==> src/sv/glfa_pkg.sv <==
// Shared types, constants and the byte-to-log lookup for the gamma frame accumulator.
// No dependencies.
`timescale 1ns / 1ps

package glfa_pkg;

  localparam int PIXEL_COUNT_DEF = 2097152;
  localparam int ACC_BITS_DEF    = 24;
  localparam int IDX_W           = 21;
  localparam int CFG_W           = 17;
  localparam int CFG_AW          = 2;
  localparam int LOG_OFF         = 60801;  // Mitchell log offset, 2^20 units
  localparam int LW              = 27;     // signed log width
  localparam int PRW             = 40;     // signed log * exponent width

  localparam logic [11:0] GAMMA_RST     = 12'd563;
  localparam logic [10:0] INV_GAMMA_RST = 11'd116;
  localparam logic [16:0] WEIGHT_RST    = 17'd4096;

  typedef enum logic [CFG_AW-1:0] {
    REG_ONLY_FIRST = 2'd0,
    REG_GAMMA      = 2'd1,
    REG_INV_GAMMA  = 2'd2,
    REG_WEIGHT     = 2'd3
  } reg_idx_e;

  typedef struct packed {
    logic        only_first;
    logic [11:0] gamma;
    logic [10:0] inv_gamma;
    logic [16:0] weight;
  } cfg_t;

  // Log of floor(x * 2^32 / 255) read as Q0.32, offset included
  function automatic logic signed [LW-1:0] lin_log(input logic [7:0] x);
    logic [32:0] q;
    logic [32:0] sq;
    logic [2:0]  pm;
    logic [6:0]  e_u;
    q  = 33'(x) * 33'h0_0101_0101 + 33'(x == 8'hFF);
    pm = 3'd0;
    for (int i = 0; i < 8; i++) begin
      if (x[i]) pm = 3'(i);
    end
    sq  = q >> (4'(pm) + 4'd4);
    e_u = 7'(pm) - 7'd8;
    if (x == 8'hFF) begin
      return LW'(LOG_OFF);
    end
    return $signed({e_u, sq[19:0]}) + LW'(LOG_OFF);
  endfunction

endpackage

==> src/sv/glfa_lin.sv <==
// One colour channel: byte to weighted linear value, five register stages.
// Depends on glfa_pkg.
`timescale 1ns / 1ps

module glfa_lin #(
  parameter int ACC_BITS = glfa_pkg::ACC_BITS_DEF
) (
  input  logic                 clk_i,
  input  logic [7:0]           x_i,
  input  glfa_pkg::cfg_t       cfg_i,
  output logic [ACC_BITS-1:0]  w_o,
  output logic [ACC_BITS-1:0]  raw_o
);
  import glfa_pkg::*;

  localparam logic [ACC_BITS-1:0] FULL = {ACC_BITS{1'b1}};

  logic signed [LW-1:0]   l_q;
  logic signed [PRW-1:0]  prod_q;
  logic [ACC_BITS-1:0]    v_q, v_d;
  logic [ACC_BITS+16:0]   wp_q;
  logic [ACC_BITS-1:0]    w_q, w_d;
  logic                   z1_q, z2_q;
  logic [ACC_BITS-1:0]    raw_d, raw1_q, raw2_q, raw3_q, raw4_q, raw5_q;
  logic [32:0]            q;
  logic [32:0]            rq;
  logic signed [32:0]     t;
  logic [12:0]            sh;
  logic [ACC_BITS+20:0]   wide;

  // raw byte scaling: floor(x * 2^ACC_BITS / 255), clamped
  always_comb begin
    q  = 33'(x_i) * 33'h0_0101_0101 + 33'(x_i == 8'hFF);
    rq = q >> (32 - ACC_BITS);
    raw_d = (rq > 33'(FULL)) ? FULL : rq[ACC_BITS-1:0];
  end

  always_comb begin
    t    = 33'(prod_q >>> 8) - 33'(LOG_OFF);
    sh   = 13'd20 - t[32:20];
    wide = {1'b1, t[19:0], {ACC_BITS{1'b0}}} >> sh;
    if (z2_q) begin
      v_d = '0;
    end else if (!t[32]) begin
      v_d = FULL;
    end else begin
      v_d = wide[ACC_BITS-1:0];
    end
  end

  always_comb begin
    if (wp_q[ACC_BITS+16:16] > (ACC_BITS+1)'(FULL)) begin
      w_d = FULL;
    end else begin
      w_d = wp_q[ACC_BITS+15:16];
    end
  end

  always_ff @(posedge clk_i) begin
    l_q    <= lin_log(x_i);
    z1_q   <= (x_i == 8'd0);
    raw1_q <= raw_d;
    prod_q <= l_q * $signed({1'b0, cfg_i.gamma});
    z2_q   <= z1_q;
    raw2_q <= raw1_q;
    v_q    <= v_d;
    raw3_q <= raw2_q;
    wp_q   <= (ACC_BITS+17)'(v_q) * (ACC_BITS+17)'(cfg_i.weight);
    raw4_q <= raw3_q;
    w_q    <= w_d;
    raw5_q <= raw4_q;
  end

  assign w_o   = w_q;
  assign raw_o = raw5_q;

endmodule

==> config.mk <==
export PLATFORM = sky130hd
export DESIGN_NAME = glfa_lin
export DESIGN_NICKNAME = d
export VERILOG_FILES = /design/src/sv/glfa_pkg.sv /design/src/sv/glfa_lin.sv
export SDC_FILE = /design/constraint.sdc
export NUM_CORES = 2
export LEC_CHECK = 0
export BUFFER_PORTS_ARGS = -buffer_cell sky130_fd_sc_hd__buf_2
export CAP_MARGIN = 20
export CORE_UTILIZATION = 52
export DETAILED_ROUTE_END_ITERATION = 10
export PLACE_DENSITY = 0.69
export RECOVER_POWER = 50
export SLEW_MARGIN = 10
export SYNTH_ARGS = -nofsm -noshare
export SYNTH_HDL_FRONTEND = slang
export SYNTH_SLANG_ARGS = --single-unit
==> constraint.sdc <==
create_clock -name clk_i -period 12.8 [get_ports clk_i]
set_input_delay 0 -clock clk_i [delete_from_list [all_inputs] [get_ports clk_i]]
set_output_delay 0 -clock clk_i [all_outputs]
set_load 0.02 [all_outputs]
### Yosys cells after proc, flatten, opt, wreduce, memory -nomap -nowiden

Cells that the tools add are included.

| word-level totals | value |
|---|---|
| register bits after elaboration | 278 |
| output and inout bits | 48 |
| logic and storage cells | 38 |

| operators by class | value |
|---|---|
| $add $sub $neg | 6 |
| multipliers | 3 |
| order comparisons | 2 |
| equal/unequal tests | 1 |
| shift-type cells | 2 |
| multiplexer cells | 11 |
| reduce and logical (&&, ||, !) cells | 1 |

Operator list:

| cell | number |
|---|---|
| two-way mux 27 bit | 2 |
| > comparator 25 x 24 -> 1 bit (second input constant) | 2 |
| right shift 45 x 13 -> 24 bit | 1 |
| multiplier 24 x 17 -> 41 bit | 1 |
| multiplier 27 x 13 -> 40 bit | 1 |
| adder 33 x 1 -> 33 bit | 1 |
| multiplier 8 x 25 -> 33 bit (second input constant) | 1 |
| right shift 33 x 4 -> 20 bit | 1 |
| subtractor 32 x 17 -> 33 bit (second input constant) | 1 |
| adder 25 x 17 -> 26 bit (second input constant) | 1 |
| two-way mux 24 bit | 1 |
| subtractor 5 x 13 -> 13 bit (first input constant) | 1 |
| two-way mux 3 bit | 4 |
| == test 8 bit (second input constant) | 1 |
| logical NOT 8 bit | 1 |
| subtractor 3 x 4 -> 5 bit (second input constant) | 1 |
| adder 3 x 3 -> 4 bit (second input constant) | 1 |
| two-way mux 2 bit | 2 |
| two-way mux 1 bit | 2 |

### Depth between registers and ports, before layout

| depth | value |
|---|---|
| word-level depth | 11 |
| depth in mapped cells | 25 |
| mapped depth without buffers | 24 |

### Least setup slack after synthesis

No wires, ideal clock.

| path | value |
|---|---|
| path kind | register to register |
| start point | reg v_q[11] |
| end point | reg wp_q[37] |
| arrival | 6362 ps |
| path slack | 6366 ps |
| stages on the path, launching flop included | 23 |
| path buffers | 1 |
| path through | dfxtp_1 > clkbuf_1 > nand2_1 > fa_1 > fa_1 > fa_1 > inv_1 > fa_1 > fa_1 > inv_1 > fa_1 > inv_1 > ha_1 > a21o_1 > a21o_1 > a221o_1 > a311oi_1 > o21a_1 > o211ai_1 > a311oi_1 > a31oi_1 > a21oi_1 > xnor2_1 |

| on the way | value |
|---|---|
| longest elaborated chain between the ends | 1 |

Ends and longest elaborated chain:

| what | RTL line | source |
|---|---|---|
| start: declaration | glfa_lin.sv:20 | `logic [ACC_BITS-1:0] v_q, v_d;` |
| start signal: assignment | glfa_lin.sv:66 | `v_q <= v_d;` |
| multiplier 24 x 17 -> 41 bit | glfa_lin.sv:68 | `wp_q <= (ACC_BITS+17)'(v_q) * (ACC_BITS+17)'(cfg_i.weight);` |
| end signal: assignment | glfa_lin.sv:68 |  |
| end: declaration | glfa_lin.sv:21 | `logic [ACC_BITS+16:0] wp_q;` |

Every way passes these cells.
A chain may end at the register's enable or synchronous reset.

### Worst setup path in the final report

Same ends and word-level chain as after synthesis.

==> results.md <==
- Via density: about 5.4
- Synth top area cells: fa_1, dfxtp_1, inv_1
- Crit path buffers/inverters: 3
- Number of synthesized register bits: 193
- Setup CP Type: reg -> reg
- DIE AREA: a little over 60000 um2
- Sequential element share of the synthesized area: around an eighth
- CP top delay family: adder cells
- Share of cells above drive strength 1: 4.47%
- Synth Flop Type: dfxtp_1
- Slew of the pin with the lowest slew margin: between 1 and 1.5 ns
- Critical path's largest stage delay: 0.88 ns
- Final Net Count: 4286
- Post-Syn Nets: between 4000 and 5000
- Area share of the largest cell type after synthesis: approximately 39%
- Setup crit end kind: flop
- Final antenna diode count: 0
- Synthesized cell area: approximately 31000 um2
- Setup TNS: 0 ns
- FILL cells: around 5400
- Fin area: 32600 um2
- Max Slew Vio Count: 0
- CTS clk-pin slew, worst paths: 0.09 ns
- Crit path max-delay cell type: dfxtp_1
- Clock root buffer master: clkbuf_16
- Fin crit share: 58.5%
- Initial DRC Count: ~1400
- Vias in the first global route: roughly 24000
- Largest area contributor in the netlist: fa_1
- YS warnings: 0
- Placed insts: about 4200
- First-pass GRT wire length: 120 mm
- Cell variety after synth: roughly 90
- # rows: 89
- RSZ-0062 raised after global routing: no
- CTS tree: built
- Result of the run: finished with violations
- Drt wl/cell: 16.7 um
- DRT Pass-1 Iters: 11
- Tot GR Track Use: 24.8%
- Area Overhead vs Synth: 4.34%
- Finished Layout Cells: 4215
- Max Fclk: approximately 130 MHz
- Die X: around 250 um
- DP Area: 31900 um2
- Largest net degree at the start of global routing: 35
- Hold Crit Class: in -> reg
- Relative slew slack: between 30% and 40%
- Crit path DAT: between 7 and 8 ns
- CTS Buf Count: 17
- Core ar.: 59200 um2
- Post-synth EDFFs: 0
- Input/output buffers: between 80 and 90
- Most frequent cell on the critical path: fa_1
- I/O pin total: 98
- Final ANT Viol Nets: 0
- FFs w/ async S/R, synth: 0%
- Clk Latency, worst-skew pair: 0.52 ns
- Routability cong.: roughly 0.9
- DR DRC count: 10
- Post-synthesis instance total: 3500
- Cells along the critical path: nand2_1 -> fa_1 -> fa_1 -> fa_1 -> inv_1 -> fa_1 -> fa_1 -> inv_1 -> fa_1 -> inv_1 -> ha_1 -> a21o_1 -> a21o_1 -> a221o_1 -> a311oi_1 -> o21a_1 -> o211ai_1 -> a311oi_2 -> a31oi_1 -> a21oi_1 -> xnor2_1
- WP data required: ~13 ns
- Effective utilization at floorplan: 52.8%
- Crit start category: flop
- Via count: 22648
- Gr ovfl total: 0
- Period minus WS final: around 7.5 ns
- Initial antenna violation count: 0
- H-tree depth: 4
- Fin. Hold Viols: 0
- Synthesized area per cell: 8.93 um2
- Clock sinks: 193
- HPWL Detailed: 54.5 mm
- Routed wire length: 70.4 mm
- # setup viols final: 0
- Die H: approximately 250 um
- Max cap viols: 0
- CP max FO: 17
- Max Root-Sink Buffers: 2
- Clock skew: approximately 0.023 ns
- Failing checks: design-rule violations
==> final timing paths <==
kind | startpoint | cells after the start | to | slack, ns
max | v_q[11] | 21 | wp_q[37] | 5.31
min | x_i[3] | 2 | raw1_q[19] | 0.30
max reg2reg | v_q[11] | 21 | wp_q[37] | 5.31
min reg2reg | raw2_q[2] | 0 | raw3_q[2] | 0.32
==> registers in the layout, indices dropped and copies added, names as in the netlist <==
signal,flops
z2_q,1
raw_o,12
prod_q,32
raw4_q,12
l_q,26
wp_q,25
raw2_q,12
z1_q,1
w_o,24
raw3_q,12
v_q,24
raw1_q,12
==> per-layer routing <==
layer	vias up	track usage (%)	routed length (um)
met5	-	0	0
met4	0	7.39	1520
met3	110	3.69	3660
met2	644	41.6	34200
met1	11380	33.0	31100
li1	10514	-	-
==> metrics by stage <==
stage,hold WS (ns),worst slack [ns],util [%]
finish,0.305,5.31,55.0
global route,0.300,4.83,55.0
detailed placement,0.197,5.07,53.9
CTS,0.197,5.01,55.1
global placement,0.200,5.15,53.9
floorplan,0.0904,6.37,-
==> cells in the final DEF, fill, tap and decap left out, drive strengths merged, types with 16 or more instances in the layout <==
| cell type | synthesis | layout |
|---|---|---|
| xor2 | 29 | 29 |
| a21oi | 72 | 72 |
| or2 | 33 | 33 |
| nand3 | 26 | 26 |
| inv | 723 | 732 |
| fa | 607 | 607 |
| mux2i | 22 | 22 |
| nand2 | 473 | 473 |
| ha | 200 | 200 |
| xnor2 | 58 | 58 |
| clkbuf | 170 | 73 |
| nor3 | 36 | 36 |
| o211ai | 27 | 27 |
| nor2 | 98 | 98 |
| a31oi | 24 | 24 |
| a21o | 35 | 35 |
| o21a | 20 | 20 |
| and2 | 322 | 322 |
| dfxtp | 193 | 193 |
| o21ai | 67 | 67 |
| buf | 29 | 45 |
| nand4 | 16 | 16 |
==> synth_stat cells, types with 5 or more instances <==
library cell and number:
inv_1 722, buf_4 12, mux2i_1 22, dfxtp_1 193, and2_1 322, o21bai_1 9, nor2_1 96, nand3_1 26
mux2_2 14, o211ai_1 26, nand4_1 15, o21ai_0 64, buf_2 12, a211oi_1 11, a31oi_1 24, clkbuf_1 170
o2111ai_1 9, nor3_1 33, and3_1 14, ha_1 200, o22ai_1 7, fa_1 607, xor2_1 29, xnor2_1 56
nor2b_1 8, a211o_1 8, o31ai_1 12, a311oi_1 8, mux4_2 5, a21o_1 35, or3_1 10, nand2b_1 13
o21a_1 20, a21oi_1 71, nand2_1 473, a22oi_1 7, or2_2 33, nor4_1 9
==> repair_timing <==
item,in CTS,in global routing
gates resized for setup,0,0
setup buffers,0,0
endpoints found under the hold margin,17,0
hold buffers,8,0
==> area by class of cell <==
cell class / count / area (um2) / share of cell area [%]
inverter: 724 / 2720 / 8.33
tap: 773 / 967 / 2.97
sequential: 193 / 3860 / 11.8
timing repair buffer: 109 / 556 / 1.70
clock buffer: 17 / 425 / 1.30
multi-input combinational: 2384 / 23800 / 73.1
clock inverter: 15 / 230 / 0.706
==> cell families (layout without fill, tap and decap cells) <==
kind of cell / Yosys count / in the layout / share of synthesized area [%]
AOI/OAI and AO/OA: 371 / 371 / 8.24
xor gates and xnor gates: 89 / 89 / 2.63
adders and majority gates: 807 / 807 / 46.9
buffers and inverters: 923 / 865 / 11.4
DFF: 193 / 193 / 12.4
muxes: 41 / 41 / 1.57
and+or+nand+nor: 1076 / 1076 / 16.9
Power is left out: the tool's default activity adds up to more than one toggle a clock period on the data nets, which glitch-free logic cannot reach.
