===== src/sv/glfa_pkg.sv =====
// Shared types, constants and the byte-to-log lookup for the gamma frame accumulator.
// No dependencies.
`timescale 1ns / 1ps

package glfa_pkg;

  localparam int PIXEL_COUNT_DEF = 2097152;
  localparam int ACC_BITS_DEF    = 24;
  localparam int IDX_W           = 21;
  localparam int CFG_W           = 17;
  localparam int CFG_AW          = 2;
  localparam int LOG_OFF         = 60801;  // Mitchell log offset, 2^20 units
  localparam int LW              = 27;     // signed log width
  localparam int PRW             = 40;     // signed log * exponent width

  localparam logic [11:0] GAMMA_RST     = 12'd563;
  localparam logic [10:0] INV_GAMMA_RST = 11'd116;
  localparam logic [16:0] WEIGHT_RST    = 17'd4096;

  typedef enum logic [CFG_AW-1:0] {
    REG_ONLY_FIRST = 2'd0,
    REG_GAMMA      = 2'd1,
    REG_INV_GAMMA  = 2'd2,
    REG_WEIGHT     = 2'd3
  } reg_idx_e;

  typedef struct packed {
    logic        only_first;
    logic [11:0] gamma;
    logic [10:0] inv_gamma;
    logic [16:0] weight;
  } cfg_t;

  // Log of floor(x * 2^32 / 255) read as Q0.32, offset included
  function automatic logic signed [LW-1:0] lin_log(input logic [7:0] x);
    logic [32:0] q;
    logic [32:0] sq;
    logic [2:0]  pm;
    logic [6:0]  e_u;
    q  = 33'(x) * 33'h0_0101_0101 + 33'(x == 8'hFF);
    pm = 3'd0;
    for (int i = 0; i < 8; i++) begin
      if (x[i]) pm = 3'(i);
    end
    sq  = q >> (4'(pm) + 4'd4);
    e_u = 7'(pm) - 7'd8;
    if (x == 8'hFF) begin
      return LW'(LOG_OFF);
    end
    return $signed({e_u, sq[19:0]}) + LW'(LOG_OFF);
  endfunction

endpackage


===== src/sv/glfa_enc.sv =====
// One colour channel: stored linear value to gamma-encoded byte, four register stages.
// Depends on glfa_pkg.
`timescale 1ns / 1ps

module glfa_enc #(
  parameter int ACC_BITS = glfa_pkg::ACC_BITS_DEF
) (
  input  logic                clk_i,
  input  logic [ACC_BITS-1:0] acc_i,
  input  glfa_pkg::cfg_t      cfg_i,
  output logic [7:0]          byte_o
);
  import glfa_pkg::*;

  localparam int PW = $clog2(ACC_BITS);

  logic [ACC_BITS-1:0]   acc_q;
  logic [PW-1:0]         p_d, p_q;
  logic                  z1_q, z2_q, z3_q;
  logic [7:0]            ofb_d, ofb1_q, ofb2_q, ofb3_q;
  logic [ACC_BITS+8:0]   ofb_t;
  logic [ACC_BITS+19:0]  norm;
  logic [6:0]            e_u;
  logic signed [LW-1:0]  l_q;
  logic signed [PRW-1:0] prod_q;
  logic signed [32:0]    t;
  logic [12:0]           sh;
  logic [28:0]           r;
  logic [7:0]            byte_d, byte_q;

  always_comb begin
    p_d = '0;
    for (int i = 0; i < ACC_BITS; i++) begin
      if (acc_i[i]) p_d = PW'(i);
    end
    // only-first readout: ((acc + 1) * 255) >> ACC_BITS, clamped
    ofb_t = ((ACC_BITS+9)'(acc_i) + (ACC_BITS+9)'(1)) * (ACC_BITS+9)'(255);
    ofb_d = (ofb_t[ACC_BITS+8:ACC_BITS] > 9'd255) ? 8'hFF : ofb_t[ACC_BITS+7:ACC_BITS];
  end

  always_comb begin
    norm = {acc_q, 20'd0} << (PW'(ACC_BITS - 1) - p_q);
    e_u  = 7'(p_q) - 7'(ACC_BITS);
  end

  always_comb begin
    t  = 33'(prod_q >>> 8) - 33'(LOG_OFF);
    sh = 13'd20 - t[32:20];
    r  = ({8'd0, 1'b1, t[19:0]} * 29'd255) >> sh;
    if (cfg_i.only_first) begin
      byte_d = ofb3_q;
    end else if (z3_q) begin
      byte_d = 8'd0;
    end else if (!t[32]) begin
      byte_d = 8'hFF;
    end else begin
      byte_d = r[7:0];
    end
  end

  always_ff @(posedge clk_i) begin
    acc_q  <= acc_i;
    p_q    <= p_d;
    z1_q   <= (acc_i == '0);
    ofb1_q <= ofb_d;
    l_q    <= $signed({e_u, norm[ACC_BITS+18 -: 20]}) + LW'(LOG_OFF);
    z2_q   <= z1_q;
    ofb2_q <= ofb1_q;
    prod_q <= l_q * $signed({2'b00, cfg_i.inv_gamma});
    z3_q   <= z2_q;
    ofb3_q <= ofb2_q;
    byte_q <= byte_d;
  end

  assign byte_o = byte_q;

endmodule


===== config.mk =====
export PLATFORM = sky130hd
export DESIGN_NAME = glfa_enc
export DESIGN_NICKNAME = d
export VERILOG_FILES = /design/src/sv/glfa_pkg.sv /design/src/sv/glfa_enc.sv
export SDC_FILE = /design/constraint.sdc
export NUM_CORES = 2
export LEC_CHECK = 0
export ABC_CLOCK_PERIOD_IN_PS = 6150
export BUFFER_PORTS_ARGS = -buffer_cell sky130_fd_sc_hd__buf_2
export CAP_MARGIN = 40
export CORE_ASPECT_RATIO = 0.8
export CORE_UTILIZATION = 58
export DETAILED_ROUTE_END_ITERATION = 16
export GPL_TIMING_DRIVEN = 0
export PLACE_DENSITY_LB_ADDON = 0.2
export SKIP_LAST_GASP = 1
export SYNTH_ARGS = -nofsm -noshare
export SYNTH_HDL_FRONTEND = slang
export SYNTH_SLANG_ARGS = --single-unit

===== constraint.sdc =====
create_clock -name clk_i -period 6.15 [get_ports clk_i]
set_input_delay 0.3075 -clock clk_i [delete_from_list [all_inputs] [get_ports clk_i]]
set_output_delay 0.3075 -clock clk_i [all_outputs]
set_load 0.02 [all_outputs]

=== Yosys cells after proc, flatten, opt, wreduce, memory -nomap -nowiden ===
Index checks and enable logic that the tools add are counted.

* Register bits after elaboration: 130
* Input bits: 66

* Add/sub/neg operators: 6
* Multiply operators: 3
* Magnitude comparators: 1
* Shift-type cells: 2
* Mux-type cells: 25
* Reduce and logical (&&, ||, !) cells: 4

{| class="wikitable"
|+ Operators by type and width
! operator !! number
|-
| 5-bit 2-to-1 mux || 13
|-
| 44-bit by 5-bit << shifter with 43-bit output || 1
|-
| 27-bit by 12-bit multiplier with 39-bit output || 1
|-
| 25-bit by 8-bit multiplier with 33-bit output, second input constant || 1
|-
| 31-bit by 17-bit subtractor with 32-bit output, second input constant || 1
|-
| 21-bit by 8-bit multiplier with 29-bit output, second input constant || 1
|-
| 29-bit by 13-bit right shift with 8-bit output || 1
|-
| 26-bit by 17-bit adder with 27-bit output, second input constant || 1
|-
| 24-bit by 1-bit adder with 25-bit output, second input constant || 1
|-
| 24-bit zero test || 1
|-
| 8-bit 2-to-1 mux || 3
|-
| 5-bit by 13-bit subtractor with 13-bit output, first input constant || 1
|-
| 3-bit 2-to-1 mux || 4
|-
| 9-bit by 8-bit greater-than comparator with 1-bit output, second input constant || 1
|-
| 8-bit OR reduction || 1
|-
| 2-bit 2-to-1 mux || 3
|-
| 5-bit by 5-bit subtractor with 6-bit output, second input constant || 1
|-
| 5-bit subtractor, first input constant || 1
|-
| 4-bit OR reduction || 1
|-
| 1-bit 2-to-1 mux || 2
|-
| 2-bit OR reduction || 1
|}

=== Longest topological paths before layout ===
* Depth in word-level cells: 22
* Depth in mapped cells: 28
* Gate-level depth less buffers: 27

=== Worst setup path after synthesis ===
Ideal clock, no wire load.

* Kind: reg2reg
* Start: reg prod_q[8]
* End: reg byte_q[1] (netlist: byte_o[1])
* Library setup time: 69 ps
* Arrival time: 6654 ps
* Required time: 6081 ps
* Slack: -573 ps
* Stages on the path, launching flop included: 27
* Path buffers: 1
* Period minus slack after synthesis: 6723 ps
* Cell sequence: dfxtp_1 > inv_1 > ha_1 > nor4b_4 > and3_1 > buf_2 > nor2_1 > nor3_1 > xor2_1 > fa_1 > inv_1 > fa_1 > fa_1 > fa_1 > inv_1 > ha_1 > and2_1 > and3_1 > a32o_1 > or2_2 > o221a_2 > a211oi_1 > nor2_1 > nor2_1 > a211oi_1 > o311a_1 > o21ai_1

* Word-level cells in the longest chain between the ends: 6

{| class="wikitable"
|+ RTL lines
! what !! line !! text
|-
| from (decl) || glfa_enc.sv:25 || <nowiki>logic signed [PRW-1:0] prod_q;</nowiki>
|-
| from (signal assigned) || glfa_enc.sv:69 || <nowiki>prod_q <= l_q * $signed({2'b00, cfg_i.inv_gamma});</nowiki>
|-
| 31-bit by 17-bit subtractor with 32-bit output * || glfa_enc.sv:47 || <nowiki>t = 33'(prod_q >>> 8) - 33'(LOG_OFF);</nowiki>
|-
| 21-bit by 8-bit multiplier with 29-bit output or 5-bit by 13-bit subtractor with 13-bit output (tied branches) || glfa_enc.sv:49, glfa_enc.sv:48 ||
|-
| 29-bit by 13-bit right shift with 8-bit output || glfa_enc.sv:49 || <nowiki>r = ({8'd0, 1'b1, t[19:0]} * 29'd255) >> sh;</nowiki>
|-
| 8-bit 2-to-1 mux * || glfa_enc.sv:54 || <nowiki>end else if (!t[32]) begin</nowiki>
|-
| 8-bit 2-to-1 mux * || glfa_enc.sv:52 || <nowiki>end else if (z3_q) begin</nowiki>
|-
| 8-bit 2-to-1 mux * || glfa_enc.sv:50 || <nowiki>if (cfg_i.only_first) begin</nowiki>
|-
| named net byte_d[1] || glfa_enc.sv:29 || <nowiki>logic [7:0] byte_d, byte_q;</nowiki>
|-
| to (signal assigned) || glfa_enc.sv:72 || <nowiki>byte_q <= byte_d;</nowiki>
|-
| to (decl) || glfa_enc.sv:29 ||
|}

Mark *: on every way through the listed nets, which the timed path passes. The rest lies on a longest branch.
A chain may end at the register's enable or synchronous reset.

=== Worst setup path in the final report ===
* Start: reg prod_q[10]
* End: reg byte_q[5] (netlist: byte_o[5])

The elaborated chain is that of the path after synthesis.

==> impl_metrics.tcl <==
set metrics [dict create \
    area.growth.synth_to_final_pct 18.2 \
    grt_pass1_vias 20100 \
    skew_ns 0.0136 \
    core_um2 41800 \
    clockBufferDepth 2 \
    synth_cell_types 93 \
    tightest_slew_ns 0.907 \
    nets 3598 \
    clkLatencyLatePin_ns 0.46 \
    wire_per_inst_um 19.6 \
    cts_tree "done" \
    post-route-min-period_ns 6.60 \
    violations "negative setup slack" \
    synth.top_cells.by_area "fa_1, dfxtp_1, ha_1" \
    report.final.slew_viol_count 0 \
    htreeDepth 4 \
    cts_buffers 17 \
    drtIter0Drc 1514 \
    slew_headroom 0.391 \
    worst-setup-path-type "reg2reg" \
    cp_max_fo 6 \
    worstPathRequired_ns 6.48 \
    grt_setup_unrepaired "yes" \
    num_io_pins 74 \
    synthArstFlopShare 0 \
    placed_cells 3284 \
    fill_cells 3174 \
    synth_edf_count 0 \
    cts_sinks 121 \
    start_kind "register" \
    min_period_over_period 1.07 \
    start_util 0.587 \
    grt_pass1_wl_um 106000 \
    layout_commonest_cell "inv_1" \
    worstSetupEndpointType "register" \
    ys_ff_latch 121 \
    yosysTopAreaCell "fa_1" \
    grtUsageTotal 0.321 \
    rows 67 \
    drt_wl_total_um 67800 \
    grt_max_degree 17 \
    hp-class "in2reg" \
    netlist.area_leader.share 0.373 \
    met3_length_um 5680 \
    io_buffers 37 \
    postRouteAntennaNets 0 \
    slowest_delay_ns 0.56 \
    setup_viol 8 \
    clkTransAtPathRegs_ns 0.06 \
    antenna_found_initial 6 \
    synth_cells 2691 \
    synth_area_um2 24500 \
    crit_top_cell "inv_2" \
    critPathArrivalTime_ns 6.92 \
    firstDrtPassIters 8 \
    worst_slack_ns -0.447 \
    top_layer "met4" \
    avgSynthCellArea_um2 9.12 \
    ys_warn_count 0 \
    drv_cap 0 \
    gp_congestion 0.944 \
    place_hpwl_um 53600 \
    final_cell_mix "inv_1, fa_1, nand2_1" \
    fmax_mhz 152 \
    ys_seq_area_frac 0.0987 \
    vias 19600 \
    fin_cells 3451 \
    status "complete, but fails checks" \
    die_h_um 186 \
    met1_length_um 28800 \
    via_per_inst 5.69 \
    ys.flop_type "dfxtp_1" \
    dieArea_um2 43100 \
    drcViolationCount 0 \
    hold_viol 0 \
    overflow 0 \
    syn-num-nets 3406 \
    cpMaxStageDelayCell "fa_1" \
    final_layout_size_suffix_gt1_frac 0.198 \
    clockRootBuffer "clkbuf_16" \
    die_w_um 232 \
    route.met2.wl_um 31800 \
]
==> state kept, by name, summed over array words and instances (netlist names), 5 cells and up <==
| signal | count |
|---|---|
| ofb2_q | 8 |
| ofb3_q | 8 |
| ofb1_q | 8 |
| byte_o | 8 |
| acc_q | 23 |
| p_q | 5 |
| prod_q | 31 |
| l_q | 27 |
==> routing by layer <==
metal  GRT usage  vias to the layer above
met2       0.511                      735
met5           0                        -
met4      0.0847                        0
met3      0.0797                       95
met1       0.437                     9861
li1            -                     8936
==> final cells by class <==
type / instances / area, um^2 / area share
Antenna cell: 3 / 7.51 / 0.000259
Buffer: 99 / 508 / 0.0175
Clock buffer: 21 / 482 / 0.0166
Clock inverter: 11 / 155 / 0.00535
Inverter: 507 / 1920 / 0.0661
Multi-Input combinational cell: 1958 / 21500 / 0.740
Sequential cell: 121 / 2440 / 0.0841
Tap cell: 552 / 691 / 0.0238
Timing Repair Buffer: 179 / 1330 / 0.0459
==> synth_stat cells, drive strengths merged, types with 4 or more instances <==
cell and n:
a211o 6, a211oi 20, a21o 26, a21oi 101, a221o 5, a22oi 4, a311oi 6, a31o 4
a31oi 8, and2 151, and3 29, and4 4, buf 25, clkbuf 80, dfxtp 121, fa 457
ha 192, inv 506, mux2 13, mux2i 57, mux4 11, nand2 262, nand2b 11, nand3 35
nand4 10, nor2 113, nor2b 16, nor3 52, nor3b 4, nor4 11, nor4b 5, o2111ai 5
o211ai 12, o21a 17, o21ai 64, o21bai 12, o22ai 8, o31ai 13, or2 12, or3 11
or4 5, xnor2 96, xor2 44
==> critical path, delay by kind of cell (launching register included) <==
family	cells	cell delay [ns]
AOI/OAI and AO/OA	7	1.52
xor gates and xnor gates	2	0.43
buffers and inverters	7	0.85
muxes	2	0.66
adders and majority gates	6	2.16
DFF	1	0.36
and+or+nand+nor	3	0.47
==> repair_timing <==
action,CTS,global route
buffers inserted,69,63
hold endpoints to repair,4,2
pin swaps,81,140
gates resized for setup,170,209
setup endpoints to repair,34,29
hold buffers,4,2
==> cells by family (layout without fill, tap and decap cells) <==
group	after synthesis	in the layout	synth area share
XOR/XNOR	140	140	0.0503
flip-flops	121	121	0.0987
AO/OA/AOI/OAI	351	351	0.0948
multiplexers	81	81	0.0393
adder cells (fa/ha/maj)	649	649	0.471
buffers and inverters	612	817	0.0958
other	0	3	0
AND/OR/NAND/NOR	737	737	0.150
==> through the flow <==
stage	worst slack (ns)	setup TNS [ns]	util	cell area (um^2)	hold slack (ns)
after floorplan	-0.0620	-0.116	-	24900	0.310
after global placement	-1.02	-26.40	0.616	25800	0.310
after detailed placement	-1.16	-31.62	0.617	25800	0.312
after CTS	-0.331	-2.15	0.664	27800	0.0220
after global routing	-0.617	-4.20	0.693	29000	0.00741
final	-0.447	-2.57	0.693	29000	0.0173
==> worst paths after layout <==
kind | slack, ns | start | endpoint | cells after the start
worst max-delay path | -0.45 | prod_q[10] | byte_o[5] | 27
worst min-delay path | 0.02 | acc_i[3] | acc_q[3] | 1
worst max register to register | -0.45 | prod_q[10] | byte_o[5] | 27
worst min register to register | 0.32 | ofb2_q[0] | ofb3_q[0] | 0
Power is not shown: default switching activity piles up to over one toggle a cycle in this logic, so the estimate is an artifact.
